**src/lsd_pkg.sv**
```systemverilog
// Shared types and constants for the LOAS sync deframer.
package lsd_pkg;

  localparam logic [7:0] SYNC_BYTE     = 8'h56;
  localparam logic [7:0] SECOND_MASK   = 8'hE0;
  localparam int         LEN_W         = 13;
  localparam int         LEN_HIGH_W    = LEN_W - 8;

  localparam int         QUEUE_DEPTH   = 4;
  localparam int         QPTR_W        = $clog2(QUEUE_DEPTH);
  localparam int         QCNT_W        = $clog2(QUEUE_DEPTH + 1);

  typedef enum logic {
    ENTRY_HEADER  = 1'b0,
    ENTRY_PAYLOAD = 1'b1
  } entry_kind_t;

  // One queued request: a whole valid header or one payload byte.
  typedef struct packed {
    entry_kind_t kind;
    logic [7:0]  byte_a;   // second header byte (header only)
    logic [7:0]  byte_b;   // third header byte, or the payload byte
    logic        last;     // final payload byte of the frame
  } entry_t;

  typedef enum logic [3:0] {
    PHASE_HUNT    = 4'b0001,
    PHASE_SYNC    = 4'b0010,
    PHASE_SECOND  = 4'b0100,
    PHASE_PAYLOAD = 4'b1000
  } phase_t;

  typedef enum logic [2:0] {
    BEAT_SYNC   = 3'b001,
    BEAT_SECOND = 3'b010,
    BEAT_THIRD  = 3'b100
  } beat_t;

endpackage

```
**src/loas_sync_deframer_top.sv**
```systemverilog
// Top level of the LOAS sync deframer: parser, request queue and output sequencer.
//
// Input channel: one raw stream byte per request on data_byte, moved when
// in_valid is high and in_stall is low. Output channel: one frame byte per
// request on frame_byte with frame_first (first header byte, 0x56) and
// frame_last (final payload byte), moved when out_valid is high and
// out_stall is low. Bytes outside a valid frame are dropped.
// A payload byte passes through the request queue and then the output
// register, where it waits until out_stall is low.
// The third header byte releases all three header bytes, which leave
// the output register in order, sync byte first.
// Throughput: one input byte per cycle while the queue has room, one output
// byte per cycle while out_stall is low. A header yields three output bytes;
// the two preceding header bytes produce nothing, so the average holds.
// A four-entry request queue separates the parser from the output register;
// in_stall rises only when that queue is full.
// Reset (rst, synchronous): the parser returns to hunting for a sync byte,
// the queue empties and out_valid drops. When the receiver stalls, the
// output register holds its byte, the queue fills, then the input stalls.
module loas_sync_deframer_top import lsd_pkg::*; (
  input  logic       clk,
  input  logic       rst,
  input  logic       in_valid,
  output logic       in_stall,
  input  logic [7:0] data_byte,
  output logic       out_valid,
  input  logic       out_stall,
  output logic [7:0] frame_byte,
  output logic       frame_first,
  output logic       frame_last
);

  // Parser to queue.
  logic   push;
  entry_t push_entry;
  logic   q_full;

  // Queue to sequencer.
  entry_t head;
  logic   q_not_empty;
  logic   pop;

  // Hunt for sync, check length, classify each byte into a request.
  lsd_front u_front (
    .clk        (clk),
    .rst        (rst),
    .in_valid   (in_valid),
    .in_stall   (in_stall),
    .data_byte  (data_byte),
    .q_full     (q_full),
    .push       (push),
    .push_entry (push_entry)
  );

  // Hold requests so that each side can stall on its own.
  lsd_queue u_queue (
    .clk        (clk),
    .rst        (rst),
    .push       (push),
    .push_entry (push_entry),
    .pop        (pop),
    .head       (head),
    .not_empty  (q_not_empty),
    .full       (q_full)
  );

  // Expand header requests into three bytes, pass payload bytes, register output.
  lsd_back u_back (
    .clk         (clk),
    .rst         (rst),
    .head        (head),
    .q_not_empty (q_not_empty),
    .pop         (pop),
    .out_valid   (out_valid),
    .out_stall   (out_stall),
    .frame_byte  (frame_byte),
    .frame_first (frame_first),
    .frame_last  (frame_last)
  );

endmodule

```
**src/lsd_front.sv**
```systemverilog
// Front end: header parser that classifies each input byte into a queue request.
module lsd_front import lsd_pkg::*; (
  input  logic       clk,
  input  logic       rst,
  input  logic       in_valid,
  output logic       in_stall,
  input  logic [7:0] data_byte,
  input  logic       q_full,
  output logic       push,
  output entry_t     push_entry
);

  phase_t             phase, phase_next;
  logic [7:0]         second_byte, second_byte_next;
  logic [LEN_W-1:0]   remaining, remaining_next;
  logic [LEN_W-1:0]   frame_len;
  logic               accept;

  assign in_stall  = q_full;
  assign accept    = in_valid && !q_full;
  assign frame_len = {second_byte[LEN_HIGH_W-1:0], data_byte};

  always_comb begin
    phase_next        = phase;
    second_byte_next  = second_byte;
    remaining_next    = remaining;
    push              = 1'b0;
    push_entry.kind   = ENTRY_PAYLOAD;
    push_entry.byte_a = second_byte;
    push_entry.byte_b = data_byte;
    push_entry.last   = 1'b0;
    if (accept) begin
      unique case (phase)
        PHASE_HUNT: begin
          if (data_byte == SYNC_BYTE) phase_next = PHASE_SYNC;
        end
        PHASE_SYNC: begin
          if ((data_byte & SECOND_MASK) == SECOND_MASK) begin
            second_byte_next = data_byte;
            phase_next       = PHASE_SECOND;
          end else if (data_byte != SYNC_BYTE) begin
            phase_next = PHASE_HUNT;
          end
        end
        PHASE_SECOND: begin
          if (frame_len == '0) begin
            phase_next = PHASE_HUNT;
          end else begin
            push            = 1'b1;
            push_entry.kind = ENTRY_HEADER;
            remaining_next  = frame_len;
            phase_next      = PHASE_PAYLOAD;
          end
        end
        PHASE_PAYLOAD: begin
          if (remaining == '0) begin
            phase_next = PHASE_HUNT;
          end else begin
            push            = 1'b1;
            push_entry.last = (remaining == LEN_W'(1));
            remaining_next  = remaining - LEN_W'(1);
            if (remaining == LEN_W'(1)) phase_next = PHASE_HUNT;
          end
        end
        default: phase_next = PHASE_HUNT;
      endcase
    end
  end

  always_ff @(posedge clk) begin
    if (rst) begin
      phase       <= PHASE_HUNT;
      second_byte <= '0;
      remaining   <= '0;
    end else begin
      phase       <= phase_next;
      second_byte <= second_byte_next;
      remaining   <= remaining_next;
    end
  end

endmodule

```
**src/lsd_queue.sv**
```systemverilog
// Short request queue between the parser and the output sequencer.
module lsd_queue import lsd_pkg::*; (
  input  logic   clk,
  input  logic   rst,
  input  logic   push,
  input  entry_t push_entry,
  input  logic   pop,
  output entry_t head,
  output logic   not_empty,
  output logic   full
);

  entry_t            slots [QUEUE_DEPTH];
  logic [QPTR_W-1:0] wr_ptr, rd_ptr;
  logic [QCNT_W-1:0] count;

  assign not_empty = (count != '0);
  assign full      = (count == QCNT_W'(QUEUE_DEPTH));
  assign head      = slots[rd_ptr];

  always_ff @(posedge clk) begin
    if (push) slots[wr_ptr] <= push_entry;
  end

  always_ff @(posedge clk) begin
    if (rst) begin
      wr_ptr <= '0;
      rd_ptr <= '0;
      count  <= '0;
    end else begin
      if (push) wr_ptr <= wr_ptr + QPTR_W'(1);
      if (pop)  rd_ptr <= rd_ptr + QPTR_W'(1);
      priority if (push && !pop) count <= count + QCNT_W'(1);
      else if (pop && !push)     count <= count - QCNT_W'(1);
    end
  end

endmodule

```
**src/lsd_back.sv**
```systemverilog
// Back end: expands queued requests into output bytes through an output register.
module lsd_back import lsd_pkg::*; (
  input  logic       clk,
  input  logic       rst,
  input  entry_t     head,
  input  logic       q_not_empty,
  output logic       pop,
  output logic       out_valid,
  input  logic       out_stall,
  output logic [7:0] frame_byte,
  output logic       frame_first,
  output logic       frame_last
);

  beat_t      beat, beat_next;
  logic       can_load, load;
  logic [7:0] byte_next;
  logic       first_next, last_next;

  assign can_load = !out_valid || !out_stall;
  assign load     = can_load && q_not_empty;

  always_comb begin
    beat_next  = beat;
    pop        = 1'b0;
    byte_next  = head.byte_b;
    first_next = 1'b0;
    last_next  = 1'b0;
    if (load) begin
      if (head.kind == ENTRY_PAYLOAD) begin
        last_next = head.last;
        pop       = 1'b1;
      end else begin
        unique case (beat)
          BEAT_SYNC: begin
            byte_next  = SYNC_BYTE;
            first_next = 1'b1;
            beat_next  = BEAT_SECOND;
          end
          BEAT_SECOND: begin
            byte_next = head.byte_a;
            beat_next = BEAT_THIRD;
          end
          BEAT_THIRD: begin
            pop       = 1'b1;
            beat_next = BEAT_SYNC;
          end
          default: beat_next = BEAT_SYNC;
        endcase
      end
    end
  end

  always_ff @(posedge clk) begin
    if (rst) begin
      out_valid <= 1'b0;
      beat      <= BEAT_SYNC;
    end else begin
      if (can_load) out_valid <= q_not_empty;
      beat <= beat_next;
    end
  end

  always_ff @(posedge clk) begin
    if (load) begin
      frame_byte  <= byte_next;
      frame_first <= first_next;
      frame_last  <= last_next;
    end
  end

endmodule

```
**config.mk**
```make
export PLATFORM = sky130hd
export DESIGN_NAME = loas_sync_deframer_top
export DESIGN_NICKNAME = d
export VERILOG_FILES = /design/src/lsd_pkg.sv /design/src/loas_sync_deframer_top.sv /design/src/lsd_front.sv /design/src/lsd_queue.sv /design/src/lsd_back.sv
export SDC_FILE = /design/constraint.sdc
export NUM_CORES = 1
export LEC_CHECK = 0
export BUFFER_PORTS_ARGS = -buffer_cell sky130_fd_sc_hd__buf_2
export CORE_MARGIN = 4
export CORE_UTILIZATION = 25
export DETAILED_ROUTE_END_ITERATION = 12
export PLACE_DENSITY = 0.52
export SYNTH_ARGS = -nofsm -noshare
export SYNTH_HDL_FRONTEND = slang
export SYNTH_SLANG_ARGS = --single-unit
```
**constraint.sdc**
```tcl
create_clock -name clk -period 2.5 [get_ports clk]
set_input_delay 0.25 -clock clk [delete_from_list [all_inputs] [get_ports clk]]
set_output_delay 0.25 -clock clk [all_outputs]
set_load 0.01 [all_outputs]
```
* After elaboration in Yosys (flattened, before gate mapping)
Memories as Yosys holds them, arrays and structs flattened. A register that Yosys moved wholly into a read port is not among the register bits.
Cells that the tools add are included.
** Operators by class
- Reductions and logical operators :: 19
- $add $sub $neg :: 5
- Bitwise operators :: 1
- Equal/unequal tests :: 17
- Shift-type cells :: 0
- $mul :: 0
- Divide/modulo/power cells :: 0
- Muxes and demuxes :: 33
- Order comparisons :: 0
** Operators by type and width (count)
- logical NOT 13 bit :: 2
- two-way mux 13 bit :: 2
- case mux 13 bit (2 select lines) :: 1
- two-way mux 4 bit :: 6
- case mux 4 bit (4 select lines) :: 1
- case mux 8 bit (2 select lines) :: 1
- two-way mux 1 bit :: 15
- == test 13 x 1 -> 1 bit, second input constant :: 1
- subtractor 13 x 1 -> 13 bit, second input constant :: 1
- == test 3 bit, second input constant :: 3
- == test 8 x 7 -> 1 bit, second input constant :: 1
- two-way mux 8 bit :: 1
- inequality test 8 x 7 -> 1 bit, second input constant :: 1
- AND reduction 4 bit :: 2
- two-way mux 3 bit :: 2
- inequality test 3 x 1 -> 1 bit, second input constant :: 2
- case mux 3 bit (2 select lines) :: 1
- logical NOT 1 bit :: 5
- adder 2 x 1 -> 2 bit, second input constant :: 2
- == test 4 x 1 -> 1 bit, second input constant :: 1
- == test 4 x 2 -> 1 bit, second input constant :: 1
- == test 4 x 3 -> 1 bit, second input constant :: 1
- == test 4 bit, second input constant :: 1
- logical AND 1 bit :: 4
- other kinds (14) :: 17
** Storage, ports and cells
- ROM bits :: 0
- Bits in latches :: 0
- Memories :: 1
- Output and inout bits :: 12
- Memory bits (writable) :: 72
- Flip-flop bits (word level) :: 46
** Memory list
- u_queue.slots :: words 4, width 18, rd ports 1, clocked after Yosys merged registers in 1, write ports 1, RTL line lsd_queue.sv:13 : entry_t slots [QUEUE_DEPTH];

* Logic depth before layout (Yosys ltp)
Gate-level depths: netlist (run 1).
- Depth in word-level cells :: 8
- Depth in mapped cells :: 12
- Depth with buffers taken out :: 11

* Cells and area by module
A second synthesis (run 1) with hierarchy kept.
** Unflattened totals
- Cells, all modules :: 406
- Area, all modules :: 5383.9 um^2
** Modules (own cells, without submodules)
- lsd_queue :: cells an instance 138, times used 1, area an instance 3069.2 um^2
- lsd_front :: cells an instance 199, times used 1, area an instance 1614.0 um^2
- lsd_back :: cells an instance 69, times used 1, area an instance 700.7 um^2

* Worst setup path before layout (run 1)
Ideal clock, no wire load.
- Kind :: register to register
- Start point :: register u_front.phase[0]
- End point :: register u_queue.count[2]
- Period minus slack after synthesis :: 2.754 ns
- Stages on the path, launching flop included :: 11
- Buffers on the path :: 0
- Required time :: 2.429 ns
- Arrival time :: 2.684 ns
- Setup slack :: -0.254 ns
- Cell sequence :: dfxtp_1 > or4b_1 > a211oi_2 > nor2_4 > inv_2 > ha_1 > inv_1 > fa_1 > xor2_1 > or3_1 > a21oi_1
** On the way
- Cells in the longest elaborated chain, start to end :: 6
** RTL lines
- start, declared :: RTL line lsd_front.sv:13 : phase_t phase, phase_next;
- start signal, assigned :: RTL line lsd_front.sv:76 : phase <= phase_next;
- == test 4 bit / == test 4 x 3 -> 1 bit (equally long branches) :: RTL line lsd_front.sv:33 : unique case (phase)
- case mux 1 bit (2 select lines) (*) :: RTL line lsd_front.sv:33
- two-way mux 1 bit (*) :: RTL line lsd_front.sv:32 : if (accept) begin
- net push :: RTL line loas_sync_deframer_top.sv:34 : logic push;
- logical NOT 1 bit :: RTL line lsd_queue.sv:34 : else if (pop && !push) count <= count - QCNT_W'(1);
- logical AND 1 bit :: RTL line lsd_queue.sv:34
- nonzero test 2 bit (no source line)
- end signal, assigned :: RTL line lsd_queue.sv:33 : priority if (push && !pop) count <= count + QCNT_W'(1);
- end signal, assigned :: RTL line lsd_queue.sv:34
- end, declared :: RTL line lsd_queue.sv:15 : logic [QCNT_W-1:0] count;
The timed path passes the listed nets; every way through them passes the cells marked *.
A chain may end at the register's enable or synchronous reset.

* Worst setup path in the final report (run 1)
- Start point :: register u_front.remaining[9]
- End point :: register u_queue.count[2]
** On the way
- Cells in the longest elaborated chain, start to end :: 7
** RTL lines
- start, declared :: RTL line lsd_front.sv:15 : logic [LEN_W-1:0] remaining, remaining_next;
- start signal, assigned :: RTL line lsd_front.sv:78 : remaining <= remaining_next;
- logical NOT 13 bit (*) :: RTL line lsd_front.sv:56 : if (remaining == '0) begin
- two-way mux 1 bit (*) :: RTL line lsd_front.sv:56
- case mux 1 bit (2 select lines) (*) :: RTL line lsd_front.sv:33
- two-way mux 1 bit (*) :: RTL line lsd_front.sv:32
- net push :: RTL line loas_sync_deframer_top.sv:34
- logical NOT 1 bit :: RTL line lsd_queue.sv:34
- logical AND 1 bit :: RTL line lsd_queue.sv:34
- nonzero test 2 bit (no source line)
Marks and branches as above.

==> impl_metrics.py, run 1 <==
metrics = {
    "detailed_routing": {
        "met3_length_um": 707,
        "drcViolationCount": 0,
        "num_vias": 3554,
        "wl_per_cell_um": 16.58,
        "via_per_inst": 4.726,
        "firstDrtPassIters": 4,
        "wirelength_um": 12470,
        "m1WireLength_um": 5700,
        "wl_met2_um": 5929,
        "top_layer_used": "met4",
        "detail-route-antenna-nets": 0,
        "first_iter_violations": 221,
    },
    "cts": {
        "cts_tree": "yes",
        "path_clk_slew_ns": 0.06,
        "cts_sinks": 120,
        "holdBufCountCts": 0,
        "htree_levels": 4,
        "cts_buffers": 17,
        "root_buffer": "clkbuf_16",
        "cts_max_path_buffers": 2,
        "insertion_delay_ns": 0.41,
    },
    "yosys": {
        "synth_flop_cell": "edfxtp_1",
        "synth_compound_area_share_pct": 8.942,
        "synth_cell_types": 54,
        "syn-cell-area_mm2": 0.005191,
        "syn_inst": 401,
        "ys_ff_latch": 120,
        "syn_area_per_cell_um2": 12.95,
        "yosysSeqAreaShare_pct": 62.09,
        "synth-simple-area-share_pct": 14.17,
        "yosys.area_share.xor_xnor_pct": 0.6749,
        "yosys_warnings": 0,
        "syn_nets": 421,
        "synth_top_family_by_area": "simple AND/OR/NAND/NOR gates",
        "synth_mux_area_share_pct": 9.352,
        "synth-edff-count": 82,
        "synth-adder-area-share_pct": 2.073,
        "synthArstFlopShare_pct": 0,
    },
    "timing": {
        "tightestPinTransition_ns": 0.9515,
        "max_freq_ghz": 0.4150,
        "final-setup-viol-count": 0,
        "hold_violations": 0,
        "finClkSkew_ns": 0.006726,
        "finalCritPeriodShare_pct": 96.37,
        "tns_ns": 0,
        "rsz0062_at_grt": "no",
        "hold_ws_ns": 0.1574,
        "drv_slew": 0,
        "post-route-min-period_ns": 2.409,
        "slew_headroom_pct": 36.57,
    },
    "layout": {
        "fin_area_mm2": 0.006573,
        "fillers": 2034,
        "fin_util_pct": 32.38,
        "layout_common_cells": "edfxtp_1, buf_4, nor2_1, dfxtp_1, a21oi_1",
        "final_common_cell": "edfxtp_1",
        "drive_gt1_share_pct": 28.01,
        "finalNetCount": 489,
        "antenna_cells": 0,
        "syn_to_final_growth_pct": 26.61,
    },
    "placed_design": {
        "place_area_mm2": 0.005913,
        "io_buffers": 23,
        "dp_hpwl_um": 8282,
        "globalplace.congestion": 0.8101,
    },
    "floorplan": {
        "die_w_um": 152.1,
        "ios": 24,
        "fp.dieH_um": 152.1,
        "rows": 52,
        "dieArea_mm2": 0.02313,
        "core_area_mm2": 0.02030,
        "initial_core_util_pct": 25.57,
    },
    "power_and_ir_drop": {
        "total_leakage_power_nw": 2.358,
        "peakVddDrop_mv": 0.4455,
        "power_w": 0.004739,
        "p_per_area_mw_per_mm2": 721.0,
    },
    "global_route": {
        "first_global_vias": 3688,
        "antenna_found_initial": 0,
        "grt-ovfl-total": 0,
        "track_usage_pct": 11.11,
        "grt_start_max_net_pins": 37,
        "grt_pass1_wl_um": 20020,
    },
    "setup_path": {
        "critPathMaxFanout": 3,
        "reg2regPathDepth": 11,
        "endpoint_kind": "register",
        "startpoint_type": "register",
        "worstPathArrival_ns": 2.75,
        "required_ns": 2.84,
        "worstSetupPathType": "reg -> reg",
    },
    "status": {
        "outcome": "finished clean",
    },
    "hold_path": {
        "hold_path_class": "in -> reg",
        "hold_depth": 3,
    },
    "job": {
        "drv_cap": 0,
    },
}
worst max-delay path, stage by stage, from the launching register on:
cell and delay, ns:
dfxtp_1 0.32, or4_4 0.57, nor3_4 0.28, a211oi_4 0.11, nor2_4 0.11, inv_2 0.06, ha_4 0.16, inv_1 0.06
fa_2 0.19, xor2_1 0.07, or3_1 0.32, a21oi_2 0.11
worst paths after layout:
path,from,end,slack (ns)
setup / recovery,u_front.remaining[9]$_SDFFE_PP0P_,u_queue.count[2]$_SDFFE_PP0P_,0.09
hold / removal,out_stall,u_back.out_valid$_SDFFE_PP0P_,0.16
setup reg to reg,u_front.remaining[9]$_SDFFE_PP0P_,u_queue.count[2]$_SDFFE_PP0P_,0.09
hold reg to reg,u_back.beat[2]$_SDFFE_PP0P_,u_back.beat[2]$_SDFFE_PP0P_,0.50
report_power, final:
group	total (W)	switching, W	internal, W
combinational	0.000106	0.0000663	0.0000395
clock	0.00252	0.000891	0.00163
sequential	0.00211	0.00000384	0.00211
total	0.00474	0.000962	0.00378
metrics by stage:
stage,setup slack (ns),instances
final,0.09064,752
after global routing,0.001088,752
after CTS,0.03524,748
after detailed placement,0.06468,716
after global placement,0.1238,716
after floorplan,-0.01841,401
routing by layer:
metal	vias to the layer above	global-route usage, %
met1	1748	14.56
li1	1678	-
met3	13	3.527
met5	-	0
met4	0	3.425
met2	115	17.63
state kept, by name, indices dropped and copies added (netlist names), named ones only:
signal / count
u_back.out_valid: 1
u_back.beat: 3
u_queue.count: 3
u_queue.slots: 72
u_back.frame_byte: 8
u_back.frame_first: 1
u_queue.wr_ptr: 2
u_queue.rd_ptr: 2
u_back.frame_last: 1
u_front.remaining: 13
u_front.phase: 4
u_front.second_byte: 8
cell type report:
cell class                      count  area, µm²  area share [%]
Multi-Input combinational cell    246       1874           28.52
Clock inverter                     13      166.4           2.532
Timing Repair Buffer               69      460.4           7.006
Tap cell                          270      337.8           5.140
Sequential cell                   120       3224           49.06
Inverter                           15      56.30          0.8567
Clock buffer                       19      452.9           6.891
logic make-up after synthesis:
group           after synthesis
xor+xnor                      4
fa+ha+maj                     8
buf+inv                      35
compound gates               72
mux                          26
flops                       120
simple gates                136
cells in the mapped netlist (2+ instances only):
cell	instances	area (µm²)
a211oi_1	8	60.06
a21oi_1	31	155.2
a22oi_1	4	30.03
and2_1	6	37.54
and4_1	2	17.52
buf_2	7	35.03
clkbuf_1	12	45.04
dfxtp_1	38	760.7
edfxtp_1	82	2462
ha_1	7	87.58
inv_1	13	48.80
inv_2	2	7.510
mux2i_1	8	80.08
mux4_2	18	405.4
nand2_1	24	90.09
nand2b_1	4	25.02
nand3_1	12	60.06
nand3b_1	7	52.55
nand4_1	3	18.77
nor2_1	37	138.9
nor3_1	9	45.04
nor3b_1	3	22.52
nor4_1	6	37.54
nor4b_1	4	35.03
o211ai_1	3	22.52
o21ai_0	8	40.04
o32ai_1	7	61.31
or3_1	5	31.28
or4_1	3	22.52
or4b_1	2	20.02
xnor2_1	2	17.52
xor2_1	2	17.52
repair_timing:
action                                  in CTS  in global routing
resized for setup                            0                  2
setup buffers                                0                  4
endpoints found under the setup margin       0                  2
Power figures use the tool's default switching activity.
==> run 2: changes to the inputs <==
--- a/config.mk
+++ b/config.mk
@@ -9,7 +9,7 @@
 export CORE_MARGIN = 4
 export CORE_UTILIZATION = 25
 export DETAILED_ROUTE_END_ITERATION = 12
-export PLACE_DENSITY = 0.52
+export PLACE_DENSITY = 0.5
 export SYNTH_ARGS = -nofsm -noshare
 export SYNTH_HDL_FRONTEND = slang
 export SYNTH_SLANG_ARGS = --single-unit
==> constraint.sdc (replaced) <==
create_clock -name clk -period 2.98 [get_ports clk]
set_input_delay 0.298 -clock clk [delete_from_list [all_inputs] [get_ports clk]]
set_output_delay 0.298 -clock clk [all_outputs]
set_load 0.01 [all_outputs]
==> run 2 against run 1 <==
Combinational power shrank 33%; total power shrank 16%; final area decreased by 4.3%; final cell count fell by 4.0%; worst hold slack better by 0.0092 ns; largest cell class unchanged.
==> impl_metrics.py, run 2 (same netlist as run 1, synthesis figures left out) <==
metrics = {
    "power_and_ir_drop": {
        "peakVddDrop_mv": 0.4194,
        "total_leakage_power_nw": 2.197,
        "p_per_area_mw_per_mm2": 630.0,
    },
    "setup_path": {
        "required_ns": 3.31,
        "max_stage_delay_ns": 0.58,
        "ff2ff_setup_slack_ns": 0.22,
        "timing.rr.end": "u_queue.count[2]$_SDFFE_PP0P_",
        "startpoint_type": "register",
        "worstPathArrival_ns": 3.09,
        "endpoint_kind": "register",
        "reg2regPathDepth": 10,
        "cp_cell_sequence": "or4b_1 -> a211oi_2 -> nor2_4 -> inv_2 -> ha_1 -> inv_1 -> fa_1 -> xor2_1 -> or3_1 -> a21oi_1",
        "cp_top_family": "simple AND/OR/NAND/NOR gates",
        "r2r_start": "u_front.phase[0]$_SDFFE_PP1P_",
        "critPathSlowestCell": "or4b_1",
        "critPathMaxFanout": 8,
        "path_buf_inv": 2,
        "worstSetupPathType": "reg -> reg",
    },
    "cts": {
        "htree_levels": 4,
        "path_clk_slew_ns": 0.06,
        "root_buffer": "clkbuf_16",
        "cts_max_path_buffers": 2,
        "cts_resized": 0,
        "postCtsSetupRepairBufs": 0,
        "cts_tree": "yes",
        "cts_sinks": 120,
        "holdBufCountCts": 0,
        "insertion_delay_ns": 0.41,
        "cts_buffers": 17,
    },
    "timing": {
        "finalCritPeriodShare_pct": 92.56,
        "rsz0062_at_grt": "no",
        "tightestPinTransition_ns": 0.9832,
        "finClkSkew_ns": 0.004949,
        "hold_violations": 0,
        "slew_headroom_pct": 34.45,
        "max_freq_ghz": 0.3625,
        "tns_ns": 0,
        "final-setup-viol-count": 0,
        "post-route-min-period_ns": 2.758,
        "drv_slew": 0,
    },
    "floorplan": {
        "dieArea_mm2": 0.02313,
        "fp.dieH_um": 152.1,
        "rows": 52,
        "initial_core_util_pct": 25.57,
        "die_w_um": 152.1,
        "ios": 24,
        "core_area_mm2": 0.02030,
    },
    "layout": {
        "final-seq-area_mm2": 0.003223,
        "layout_common_cells": "edfxtp_1, dfxtp_1, nor2_1, a21oi_1, nand2_1",
        "top_regs": "u_queue.slots x72, u_front.remaining x13",
        "drive_gt1_share_pct": 20.80,
        "fin_cells": 722,
        "finalNetCount": 459,
        "fin_area_mm2": 0.006289,
        "antenna_cells": 0,
        "fillers": 2035,
        "syn_to_final_growth_pct": 21.14,
        "multi_input_area_mm2": 0.001828,
        "final_common_cell": "edfxtp_1",
        "largest_reg_flops": 72,
        "top_register": "u_queue.slots",
    },
    "placed_design": {
        "placedCellCount": 690,
        "io_buffers": 23,
        "place_area_mm2": 0.005680,
        "dp_hpwl_um": 8306,
        "globalplace.congestion": 0.8541,
    },
    "hold_path": {
        "hold_path_class": "in -> reg",
        "hp-start": "data_byte[3]",
        "hold_depth": 1,
        "holdPathEnd": "u_queue.slots[1][4]$_DFFE_PP_",
    },
    "status": {
        "outcome": "finished clean",
    },
    "detailed_routing": {
        "num_vias": 3484,
        "wirelength_um": 12420,
        "drcViolationCount": 0,
        "via_per_inst": 4.825,
        "detail-route-antenna-nets": 0,
        "firstDrtPassIters": 5,
        "first_iter_violations": 319,
        "wl_per_cell_um": 17.20,
    },
    "global_route": {
        "grt_pass1_wl_um": 19640,
        "first_global_vias": 3491,
        "track_usage_pct": 10.88,
        "grt-ovfl-total": 0,
        "grt_start_max_net_pins": 37,
        "antenna_found_initial": 0,
    },
    "job": {
        "drv_cap": 0,
    },
}
[run 2: cell count changes in the layout (fill, tap and decap cells not counted), moves of 2 or more]
cell	before	now
clkbuf_8	2	0
clkinv_1	0	4
inv_6	4	1
buf_4	46	16
[run 2: where the power goes]
part,switching (W),internal (W),total (W)
Sequential,0.00000586,0.00177,0.00178
Combinational,0.0000479,0.0000233,0.0000712
Clock,0.000731,0.00138,0.00212
[run 2: worst reg2reg max path: stages (launching register included)]
cell and delay [ns]:
dfxtp_1 0.36, or4b_1 0.58, a211oi_2 0.33, nor2_4 0.05, inv_2 0.11, ha_1 0.21
inv_1 0.06, fa_1 0.38, xor2_1 0.15, or3_1 0.30, a21oi_1 0.14
[run 2: layout make-up]
class / count / area share (%)
multi-input combinational: 246 / 29.07
clock inverter: 15 / 2.905
inverter: 15 / 0.8953
sequential: 120 / 51.25
tap: 270 / 5.372
timing repair buffer: 39 / 3.741
clock buffer: 17 / 6.765
[run 2: metal layers]
layer	vias to the layer above	global-route usage, %	share of wire (%)
met4	0	2.868	1.3
met3	21	4.181	6.3
met1	1753	14.54	47
li1	1615	-	-
met5	-	0	0
met2	95	16.66	46
[run 2: worst max-delay path by stage]
stage          cells past startpoint                     startpoint                             to
6_report                          10  u_front.phase[0]$_SDFFE_PP1P_  u_queue.count[2]$_SDFFE_PP0P_
5_1_grt                           10  u_front.phase[0]$_SDFFE_PP1P_  u_queue.count[2]$_SDFFE_PP0P_
3_5_place_dp                      10  u_front.phase[0]$_SDFFE_PP1P_  u_queue.count[2]$_SDFFE_PP0P_
3_3_place_gp                      10  u_front.phase[0]$_SDFFE_PP1P_  u_queue.count[2]$_SDFFE_PP0P_
4_1_cts                           10  u_front.phase[0]$_SDFFE_PP1P_  u_queue.count[2]$_SDFFE_PP0P_
2_1_floorplan                     10  u_front.phase[0]$_SDFFE_PP1P_  u_queue.count[2]$_SDFFE_PP0P_
[run 2: per-stage QoR]
stage	worst slack, ns	total power, W	utilization [%]	hold slack, ns
2_1_floorplan	0.2256	0.001845	-	0.3969
3_3_place_gp	0.3025	0.001876	27.98	0.4697
3_5_place_dp	0.2604	0.001880	27.98	0.4785
4_1_cts	0.2101	0.003999	30.98	0.1463
5_1_grt	0.07276	0.004086	30.98	0.1624
6_report	0.2217	0.003962	30.98	0.1665
==> run 3: changes to the inputs <==
--- a/config.mk
+++ b/config.mk
@@ -12,4 +12,5 @@
 export PLACE_DENSITY = 0.5
 export SYNTH_ARGS = -nofsm -noshare
 export SYNTH_HDL_FRONTEND = slang
+export SYNTH_HIERARCHICAL = 1
 export SYNTH_SLANG_ARGS = --single-unit
==> run 3 against run 2 <==
Worst hold slack got worse by 0.017 ns; sequential power about the same; global-route usage decreased by 0.62 points.
==> impl_metrics.py, run 3 <==
metrics = {
    "status": {
        "outcome": "finished clean",
    },
    "layout": {
        "fin_area_mm2": 0.006357,
        "antenna_cells": 0,
        "top_register": "u_queue/slots",
        "final-seq-area_mm2": 0.003223,
        "finalNetCount": 456,
        "syn_to_final_growth_pct": 18.08,
        "multi_input_area_mm2": 0.001928,
        "final_common_cell": "edfxtp_1",
        "top_regs": "u_queue/slots x72, u_front/remaining x13",
        "fillers": 2112,
        "drive_gt1_share_pct": 20.76,
        "largest_reg_flops": 72,
        "layout_common_cells": "edfxtp_1, nor2_1, dfxtp_1, a21oi_1, nand2_1",
    },
    "yosys": {
        "synth.most_common_cell": "edfxtp_1",
        "synthArstFlopShare_pct": 0,
        "synth_top_cell_by_area": "edfxtp_1",
        "synth-edff-count": 82,
        "synth_area_leaders": "edfxtp_1, dfxtp_1, mux4_2",
        "ys_ff_latch": 120,
        "yosysSeqAreaShare_pct": 59.87,
        "synth_top_area_share_pct": 45.74,
        "syn_nets": 427,
        "syn_inst": 406,
        "syn_area_per_cell_um2": 13.26,
        "syn-cell-area_mm2": 0.005384,
        "synth_flop_cell": "edfxtp_1",
        "yosys_warnings": 6,
        "synth_common_cells": "edfxtp_1, nor2_1, dfxtp_1",
        "synth_cell_types": 59,
    },
    "global_route": {
        "antenna_found_initial": 0,
        "grt_pass1_wl_um": 18950,
        "grt-ovfl-total": 0,
        "grt_start_max_net_pins": 24,
        "track_usage_pct": 10.26,
        "first_global_vias": 3386,
    },
    "placed_design": {
        "place_area_mm2": 0.005764,
        "dp_hpwl_um": 8044,
        "globalplace.congestion": 0.7789,
        "io_buffers": 23,
    },
    "timing": {
        "post-route-min-period_ns": 2.846,
        "slew_headroom_pct": 31.48,
        "final-setup-viol-count": 0,
        "max_freq_ghz": 0.3513,
        "drv_slew": 0,
        "hold_violations": 0,
        "finClkSkew_ns": 0.01254,
        "finalCritPeriodShare_pct": 95.51,
        "rsz0062_at_grt": "no",
        "tns_ns": 0,
        "tightestPinTransition_ns": 1.028,
    },
    "hold_path": {
        "hp-start": "out_stall",
        "hold_path_class": "in -> reg",
    },
    "floorplan": {
        "rows": 53,
        "fp.dieH_um": 154.8,
        "dieArea_mm2": 0.02395,
        "core_area_mm2": 0.02109,
        "die_w_um": 154.8,
        "ios": 24,
        "initial_core_util_pct": 25.53,
    },
    "power_and_ir_drop": {
        "p_switching_w": 0.0008015,
        "peakVddDrop_mv": 0.3812,
        "seqPwrFrac_pct": 46.4,
        "total_leakage_power_nw": 2.190,
        "power.internal_w": 0.003028,
        "p_per_area_mw_per_mm2": 602.4,
        "switching_share_pct": 20.93,
        "comb_power_share_pct": 1.9,
        "pwr-share-clk_pct": 51.7,
    },
    "setup_path": {
        "endpoint_kind": "register",
        "startpoint_type": "register",
        "required_ns": 3.31,
        "worstPathArrival_ns": 3.18,
        "r2r_start": "u_front/remaining[7]$_SDFFE_PP0P_",
        "critPathMaxFanout": 10,
        "startpoint": "u_front/remaining[7]$_SDFFE_PP0P_",
        "worstSetupPathType": "reg -> reg",
    },
    "job": {
        "drv_cap": 0,
    },
    "detailed_routing": {
        "drcViolationCount": 0,
        "detail-route-antenna-nets": 0,
        "first_iter_violations": 220,
        "wl_per_cell_um": 16.40,
        "via_per_inst": 4.718,
        "num_vias": 3411,
        "firstDrtPassIters": 4,
        "wirelength_um": 11860,
    },
    "cts": {
        "cts_buffers": 17,
        "cts_tree": "yes",
        "holdBufCountCts": 0,
        "insertion_delay_ns": 0.41,
        "root_buffer": "clkbuf_16",
        "cts_max_path_buffers": 2,
        "htree_levels": 4,
        "cts_sinks": 120,
        "path_clk_slew_ns": 0.06,
    },
}
[run 3: cell count changes in the layout (fill, tap and decap cells not counted), moves of 4 or more]
cell	change
clkinv_1	-4
a32oi_1	+4
nor4_1	-4
mux4_2	-8
mux4_1	+8
nor4b_1	-4
nand3b_1	-5
[run 3: layout make-up]
| class | count | area share, % |
|---|---|---|
| clock inverter | 14 | 2.362 |
| multi-input combinational | 244 | 30.33 |
| clock buffer | 18 | 6.751 |
| sequential | 120 | 50.70 |
| tap | 275 | 5.412 |
| timing repair buffer | 38 | 3.582 |
| inverter | 14 | 0.8660 |
[run 3: what timing repair did]
action / CTS / global route
resized for setup: 0 / 2
buffers inserted: 0 / 1
setup endpoints to repair: 0 / 19
[run 3: stage by stage]
step / hold WS (ns) / std cells / util (%) / worst slack, ns / power (W)
floorplan: 0.3671 / 406 / - / 0.2927 / 0.001856
global placement: 0.4653 / 690 / 27.33 / 0.2207 / 0.001881
detailed placement: 0.4683 / 690 / 27.33 / 0.07960 / 0.001883
CTS: 0.1300 / 722 / 30.08 / 0.07204 / 0.003885
global route: 0.1513 / 723 / 30.15 / 0.001009 / 0.003984
finish: 0.1500 / 723 / 30.15 / 0.1337 / 0.003830
[run 3: per-layer routing]
layer  global-route usage (%)  wire length, µm  up-vias
li1                         -                -     1613
met1                    13.64             5568     1688
met2                    16.06             5562      102
met3                    3.274              587        8
met4                    3.070              140        0
met5                        0                0        -
[run 3: path summary, 6_finish.rpt]
check                                            to  slack [ns]  cells past startpoint
hold reg to reg   u_front/remaining[9]$_SDFFE_PP0P_        0.48                      2
setup reg to reg      u_queue/count[2]$_SDFFE_PP0P_        0.13                     11
hold / removal        u_back/out_valid$_SDFFE_PP0N_        0.15                      3
setup / recovery      u_queue/count[2]$_SDFFE_PP0P_        0.13                     11
[run 3: worst max-delay path, cell delays in order, from the launching register on]
cell and delay, ns:
dfxtp_1 0.35, or3_4 0.45, nor4_4 0.34, a41oi_4 0.25
nor2_8 0.24, inv_4 0.10, ha_1 0.24, inv_1 0.08
fa_1 0.18, xor2_1 0.08, or3_1 0.31, a21oi_1 0.15
[run 3: kinds of logic after synthesis]
group / Yosys count / share of synthesized area (%)
AND/OR/NAND/NOR: 127 / 13.04
flip-flops: 120 / 59.87
AO/OA/AOI/OAI: 76 / 9.854
buffers and inverters: 42 / 4.439
multiplexers: 27 / 9.761
adder cells (fa/ha/maj): 9 / 2.231
XOR/XNOR: 5 / 0.8135
[run 3: power groups by stage]
stage	clock network [W]	registers (W)	logic, W
3_5_place_dp	0	0.00181	0.0000725
3_3_place_gp	0	0.00181	0.0000712
5_1_grt	0.00213	0.00178	0.0000801
2_1_floorplan	0	0.00181	0.0000474
6_report	0.00198	0.00178	0.0000724
4_1_cts	0.00204	0.00178	0.0000731
